`config.mk`:
```
export PLATFORM = sky130hd
export DESIGN_NAME = mtbg_cmd_queue
export DESIGN_NICKNAME = d
export VERILOG_FILES = /design/src/rtl/mtbg_pkg.sv /design/src/rtl/mtbg_cmd_queue.sv
export SDC_FILE = /design/constraint.sdc
export NUM_CORES = 1
export LEC_CHECK = 0
export BUFFER_PORTS_ARGS = -buffer_cell sky130_fd_sc_hd__buf_2
export CAP_MARGIN = 10
export CORE_MARGIN = 2
export CORE_UTILIZATION = 50
export CTS_CLUSTER_DIAMETER = 60
export DETAILED_ROUTE_END_ITERATION = 10
export PLACE_DENSITY = 0.75
export SLEW_MARGIN = 40
export SYNTH_ARGS = -nofsm -noshare
export SYNTH_HDL_FRONTEND = slang
export SYNTH_SLANG_ARGS = --single-unit
```
`constraint.sdc`:
```
create_clock -name clk -period 1.6 [get_ports clk]
set_input_delay 0.16 -clock clk [delete_from_list [all_inputs] [get_ports clk]]
set_output_delay 0.16 -clock clk [all_outputs]
set_load 0.01 [all_outputs]
```
`src/rtl/mtbg_pkg.sv`:
```
// Shared types, constants and the tempering function of the MT19937 byte generator.
package mtbg_pkg;

    // Store geometry and twist offsets
    localparam int STATE_WORDS = 624;
    localparam int SHIFT_M     = 397;
    localparam int WRAP_M      = STATE_WORDS - SHIFT_M;
    localparam int ADDR_W      = $clog2(STATE_WORDS);
    localparam int COUNT_W     = 7;

    // Recurrence and tempering constants
    localparam logic [31:0] TW_MATRIX   = 32'h9908_B0DF;
    localparam logic [31:0] TW_TEMPER_B = 32'h9D2C_5680;
    localparam logic [31:0] TW_TEMPER_C = 32'hEFC6_0000;
    localparam logic [31:0] TW_INIT_MUL = 32'd1812433253;
    localparam logic [31:0] TW_UPPER    = 32'h8000_0000;
    localparam logic [31:0] TW_LOWER    = 32'h7FFF_FFFF;

    // Command codes
    localparam logic CMD_DRAW   = 1'b0;
    localparam logic CMD_RESEED = 1'b1;

    // One classified command as it sits in the queue
    typedef struct packed {
        logic               reseed;
        logic [COUNT_W-1:0] count;
    } cmd_entry_t;

    // Standard MT19937 output tempering
    function automatic logic [31:0] temper(input logic [31:0] x);
        logic [31:0] y;
        y = x ^ (x >> 11);
        y = y ^ ((y << 7) & TW_TEMPER_B);
        y = y ^ ((y << 15) & TW_TEMPER_C);
        y = y ^ (y >> 18);
        return y;
    endfunction

endpackage

```
`src/rtl/mtbg_cmd_queue.sv`:
```
// Front end: takes requests, classifies them and holds them in a two-entry queue.
module mtbg_cmd_queue #(
    parameter int MAX_BYTES_PER_DRAW = 64
) (
    input  logic                          clk,
    input  logic                          rst_n,
    input  logic                          req_valid,
    output logic                          req_stall,
    input  logic                          cmd,
    input  logic [mtbg_pkg::COUNT_W-1:0]  count,
    output logic                          head_valid,
    output mtbg_pkg::cmd_entry_t          head,
    input  logic                          head_pop
);

    localparam logic [mtbg_pkg::COUNT_W-1:0] MAX_CNT =
        mtbg_pkg::COUNT_W'(MAX_BYTES_PER_DRAW);

    mtbg_pkg::cmd_entry_t ent_reg [2];
    logic                 wr_ptr_reg;
    logic                 rd_ptr_reg;
    logic [1:0]           fill_reg;
    mtbg_pkg::cmd_entry_t entry;
    logic                 transfer;
    logic                 push;

    // Classify: saturate the count, drop draws of zero bytes
    always_comb
    begin
        entry.reseed = (cmd == mtbg_pkg::CMD_RESEED);
        entry.count  = (count > MAX_CNT) ? MAX_CNT : count;
    end

    assign req_stall  = (fill_reg == 2'd2);
    assign transfer   = req_valid && !req_stall;
    assign push       = transfer && (entry.reseed || (count != '0));
    assign head_valid = (fill_reg != 2'd0);
    assign head       = ent_reg[rd_ptr_reg];

    // Queue storage
    always_ff @(posedge clk)
    begin
        if (push)
        begin
            ent_reg[wr_ptr_reg] <= entry;
        end
    end

    // Queue pointers and fill level
    always_ff @(posedge clk or negedge rst_n)
    begin
        if (!rst_n)
        begin
            wr_ptr_reg <= 1'b0;
            rd_ptr_reg <= 1'b0;
            fill_reg   <= 2'd0;
        end
        else
        begin
            if (push)
            begin
                wr_ptr_reg <= !wr_ptr_reg;
            end
            if (head_pop && head_valid)
            begin
                rd_ptr_reg <= !rd_ptr_reg;
            end
            if (push && !(head_pop && head_valid))
            begin
                fill_reg <= fill_reg + 2'd1;
            end
            else if (!push && head_pop && head_valid)
            begin
                fill_reg <= fill_reg - 2'd1;
            end
        end
    end

`ifndef SYNTHESIS
    a_fill_bound: assert property (@(posedge clk) disable iff (!rst_n)
        fill_reg <= 2'd2)
        else $error("queue fill level out of range");
`endif

endmodule

```
# After elaboration in Yosys (flattened, before gate mapping)
# Memory sizes are Yosys's and may differ from the RTL's.
# Cells that the tools add are included.
[word_totals]
ram_bits = 16
in_bits = 12
out_inout_bits = 10
word_cells = 28
n_memories = 1
register_bits = 4
[mem_list]
columns = ["memory", "depth", "word_bits", "rd", "rd_clocked_by_memory_dff", "wr", "line", "rtl"]
rows = [
  ["ent_reg", 2, 8, 1, 0, 1, "mtbg_cmd_queue.sv:19", "mtbg_pkg::cmd_entry_t ent_reg [2];"],
]
[op_classes]
muxes = 5
eq_ne = 1
addsub = 2
n_reduce_logical = 15
order_cmp = 1
[op_table]
columns = ["operator", "n"]
rows = [
  ["7-bit > comparator (second input constant)", 1],
  ["7-bit 2-to-1 mux", 1],
  ["7-bit nonzero test", 1],
  ["1-bit logical AND", 6],
  ["1-bit zero test", 5],
  ["2-bit 2-to-1 mux", 2],
  ["2-bit nonzero test", 2],
  ["2-bit by 1-bit adder with 2-bit output (second input constant)", 1],
  ["2-bit equality test (second input constant)", 1],
  ["1-bit 2-to-1 mux", 2],
  ["2-bit by 1-bit subtractor with 2-bit output (second input constant)", 1],
  ["1-bit logical OR", 1],
]

# Logic depth before layout (Yosys ltp)
[depth]
word_depth = 9
ltp_mapped = 4
ltp_nobuf = 4

# Worst setup path after synthesis
# Ideal clock, no wire load.
[synth_timing]
kind = "input port to flip-flop"
startpoint = "input port count[2] (netlist name)"
endpoint = "memory ent_reg[0][0] (netlist name) (enable)"
n_path_buf = 0
t_required_ns = 1.321
stages = 3
setup_slack_ns = 0.230
arrival_ns = 1.091
path_cell_list = "or4_4 > o221ai_2 > nor2_1"
[synth_via]
elab_chain_cells = 5
[synth_rtl]
columns = ["item", "line", "rtl"]
rows = [
  ["from (decl)", "mtbg_cmd_queue.sv:10", "input logic [mtbg_pkg::COUNT_W-1:0] count,"],
  ["7-bit nonzero test", "mtbg_cmd_queue.sv:36", "assign push = transfer && (entry.reseed || (count != '0));"],
  ["1-bit logical OR", "mtbg_cmd_queue.sv:36", ""],
  ["1-bit logical AND", "mtbg_cmd_queue.sv:36", ""],
  ["1-bit 2-to-1 mux", "mtbg_cmd_queue.sv:43", "if (push)"],
  ["1-bit 2-to-1 mux (implied by the code)", "mtbg_cmd_queue.sv:45", "ent_reg[wr_ptr_reg] <= entry;"],
  ["to (decl)", "mtbg_cmd_queue.sv:19", ""],
]
# No other way between the ends.

==> metrics.md <==
| Metric | Value |
|---|---|
| Share of layout cells above drive strength 1 | between 50% and 60% |
| CTS tree | yes |
| Root Driver | clkbuf_4 |
| H-tree levels | 1 |
| Num CTS Buffers | 3 |
| Via/cell ratio | 4.95 |
| Hold depth | 1 |
| Global-route wire length before repair | ~2100 um |
| Final core utilization | between 60% and 70% |
| Worst r2r src | fill_reg[1] |
| CP Data Arrival Time | ~1.3 ns |
| Crit Path Category | register to primary output |
| Post-synth cell types | 20 |
| Outcome | complete, no violations |
| DRC Markers | 0 |
| Max Fclk | 684 MHz |
| Largest net degree at the start of global routing | 12 |
| Final period util | about nine tenths |
| Worst Setup End Kind | primary output |
| Drt pass-1 iters | 4 |
| Largest area contributor in the netlist | edfxtp_1 |
| Post-synth top area share | 53.3% |
| Site Rows | 15 |
| Synthesis-stage register bit count | 20 |
| Largest cells by area after synthesis | edfxtp_1 (53%), dfrtp_1 (11%), mux2_2 (10%), and2b_1 (4.2%), or4_4 (2.5%) |
| Tmin final | 1.46 ns |
| Per-cell routed wire length | approximately 13 um |
| Max FFs per register | 16 |
| Worst relative slew slack | roughly 72% |
| Gpl congestion | ~0.85 |
| GRT Util Overall | around 15% |
| Setup repair after global routing missed its margin | no |
| Final Hold Viols | 0 |
| Total Routed Length | approximately 1400 um |
| Hold Crit Start | cmd |
| Top FF cell, synth | edfxtp_1 |
| Share of async-settable or async-resettable flops after synthesis | around 20% |
| Cells after Synth | just over 60 |
| R2R Setup Slk | 0.26 ns |
| Nets | roughly 100 |
| Post-synthesis sequential area ratio | 64.4% |
| Area Growth Syn to Fin | 21.5% |
| R2r worst-path depth | 3 |
| RR Endpoint | ent_reg[0][2] |
| Crit-path max FO | 9 |
| Width of the die | 46.4 um |
| Post-DP HPWL | ~1100 um |
| Crit path required time | 1.44 ns |
| Initial antenna violation count | 0 |
| Final setup vio count | 0 |
| Core region area | 1710 um^2 |
| Setup bufs post-CTS | 0 |
| Antenna diodes | 0 |
| Clock Skew | ~0.0028 ns |
| Aggregate global routing overflow | 0 |
| Total of max-cap violations | 0 |
| Vias in the first global route | just over 500 |
| Antenna-violating nets left | 0 |
| DR iter-0 viols | 3 |
| Fillers | roughly 130 |
| Clock Latency Late Sink | between 0.2 and 0.3 ns |
| Yosys Warn Count | 0 |
| Syn Area/Cell | ~15 um^2 |
| Leak | about 0.00045 uW |
| CTS Sinks | 20 |
| Clock Path Buffers | 2 |
| I/O pins | 22 |
| Post-Syn Area | 901 um^2 |
| Via count | 559 |
| Syn Nets | 73 |
| Port buffer count | 21 |
| Initial core utilization | 52.7% |
| Worst slew pin tran | 0.415 ns |
| Slew Viols, Final | 0 |
| Die H | about 46 um |
| Power Dens Cells | approximately 1500 nW/um^2 |
| Worst setup SP type | register |
| Die area | roughly 2200 um^2 |
| Hold Path Sink | ent_reg[0][7] |
| VDD IR max | about 0.64 mV |
| Worst Hold Class | primary input to register |
| Setup TNS | 0 ns |
| Clock transition at path regs | 0.10 ns |
| EDFF count, synth | 16 |
[placed cells by master, fill, tap and decap left out]
cell type      Yosys  final
dfrtp_1            4      3
o21a_1             1      1
clkinv_1           0      1
xnor2_1            2      2
and2b_2            2      2
o311ai_2           1      1
mux2_2             8      8
buf_4              0      3
nor2_1             3      1
and3_2             1      1
and2b_1            5      5
inv_1              4      4
dfrtp_2            0      1
a21oi_1            1      1
nor2_2             0      2
o2111ai_1          1      1
o21ai_1            1      1
clkbuf_4           0      3
dlygate4sd3_1      0      1
buf_2              0     21
edfxtp_1          16     16
nand2_1            3      3
o221ai_2           1      1
o211ai_1           2      2
nor4bb_1           1      1
or4_4              2      2
[power breakdown]
part	internal (uW)	total [uW]	switching [uW]
combinational	293	561	268
clock	90.6	230	140
sequential	720	815	94.6
total	1100	1610	503
[synthesized netlist by cell type (2+ instances only)]
cell type,number
edfxtp_1,16
mux2_2,8
and2b_1,5
dfrtp_1,4
inv_1,4
nand2_1,3
nor2_1,3
and2b_2,2
clkbuf_1,2
o211ai_1,2
or4_4,2
xnor2_1,2
[worst max-delay path, cell delays in order (launching register included)]
cell	delay, ns
dfrtp_2	0.51
mux2_2	0.37
buf_2	0.14
[area by class of cell]
type	instances	area, um^2	area share, %
clock buffers	3	22.5	2.06
clock inverters	1	3.75	0.343
inverters	4	15.0	1.37
flip-flops and latches	20	582	53.1
repair buffers	25	138	12.6
multi-input cells	35	303	27.7
well taps	25	31.3	2.86
[kinds of logic after synthesis]
kind of cell / share of synthesized area, %
xor+xnor: 1.94
mux: 10.0
flops: 64.4
buf+inv: 2.50
simple gates: 13.1
compound gates: 8.05
[repair_timing]
| action | CTS | global route |
|---|---|---|
| hold endpoints to repair | 4 | 0 |
| setup endpoints to repair | 0 | 16 |
| hold buffers | 1 | 0 |
| resized for setup | 0 | 3 |
[routing by layer]
layer	track usage [%]	vias to the layer above	share of wire (%)
met5	0	-	0
met4	7.43	0	0.35
met3	2.75	2	4.1
met2	26.1	12	55
met1	16.6	261	41
li1	-	284	-
[through the flow]
stage	setup WS (ns)	instances	hold WS, ns	area [um^2]	power (uW)
3_3_place_gp	0.0624	108	-0.0274	1050	1370
2_1_floorplan	0.230	61	-0.136	901	1170
4_1_cts	0.0108	113	0.0687	1090	1620
3_5_place_dp	0.0382	108	-0.0260	1050	1390
5_1_grt	0.0677	113	0.0538	1090	1720
6_report	0.137	113	0.0756	1090	1610
[worst max-delay path by stage]
stage / slack, ns / from / cells past startpoint / end
6_report: 0.14 / rd_ptr_reg / 2 / head[3]
3_5_place_dp: 0.04 / count[2] / 4 / ent_reg[1][0]
4_1_cts: 0.01 / rd_ptr_reg / 2 / head[3]
3_3_place_gp: 0.06 / count[2] / 4 / ent_reg[0][6]
2_1_floorplan: 0.23 / count[2] / 3 / ent_reg[0][0]
5_1_grt: 0.07 / rd_ptr_reg / 2 / head[3]
(Power assumes the default switching activity.)
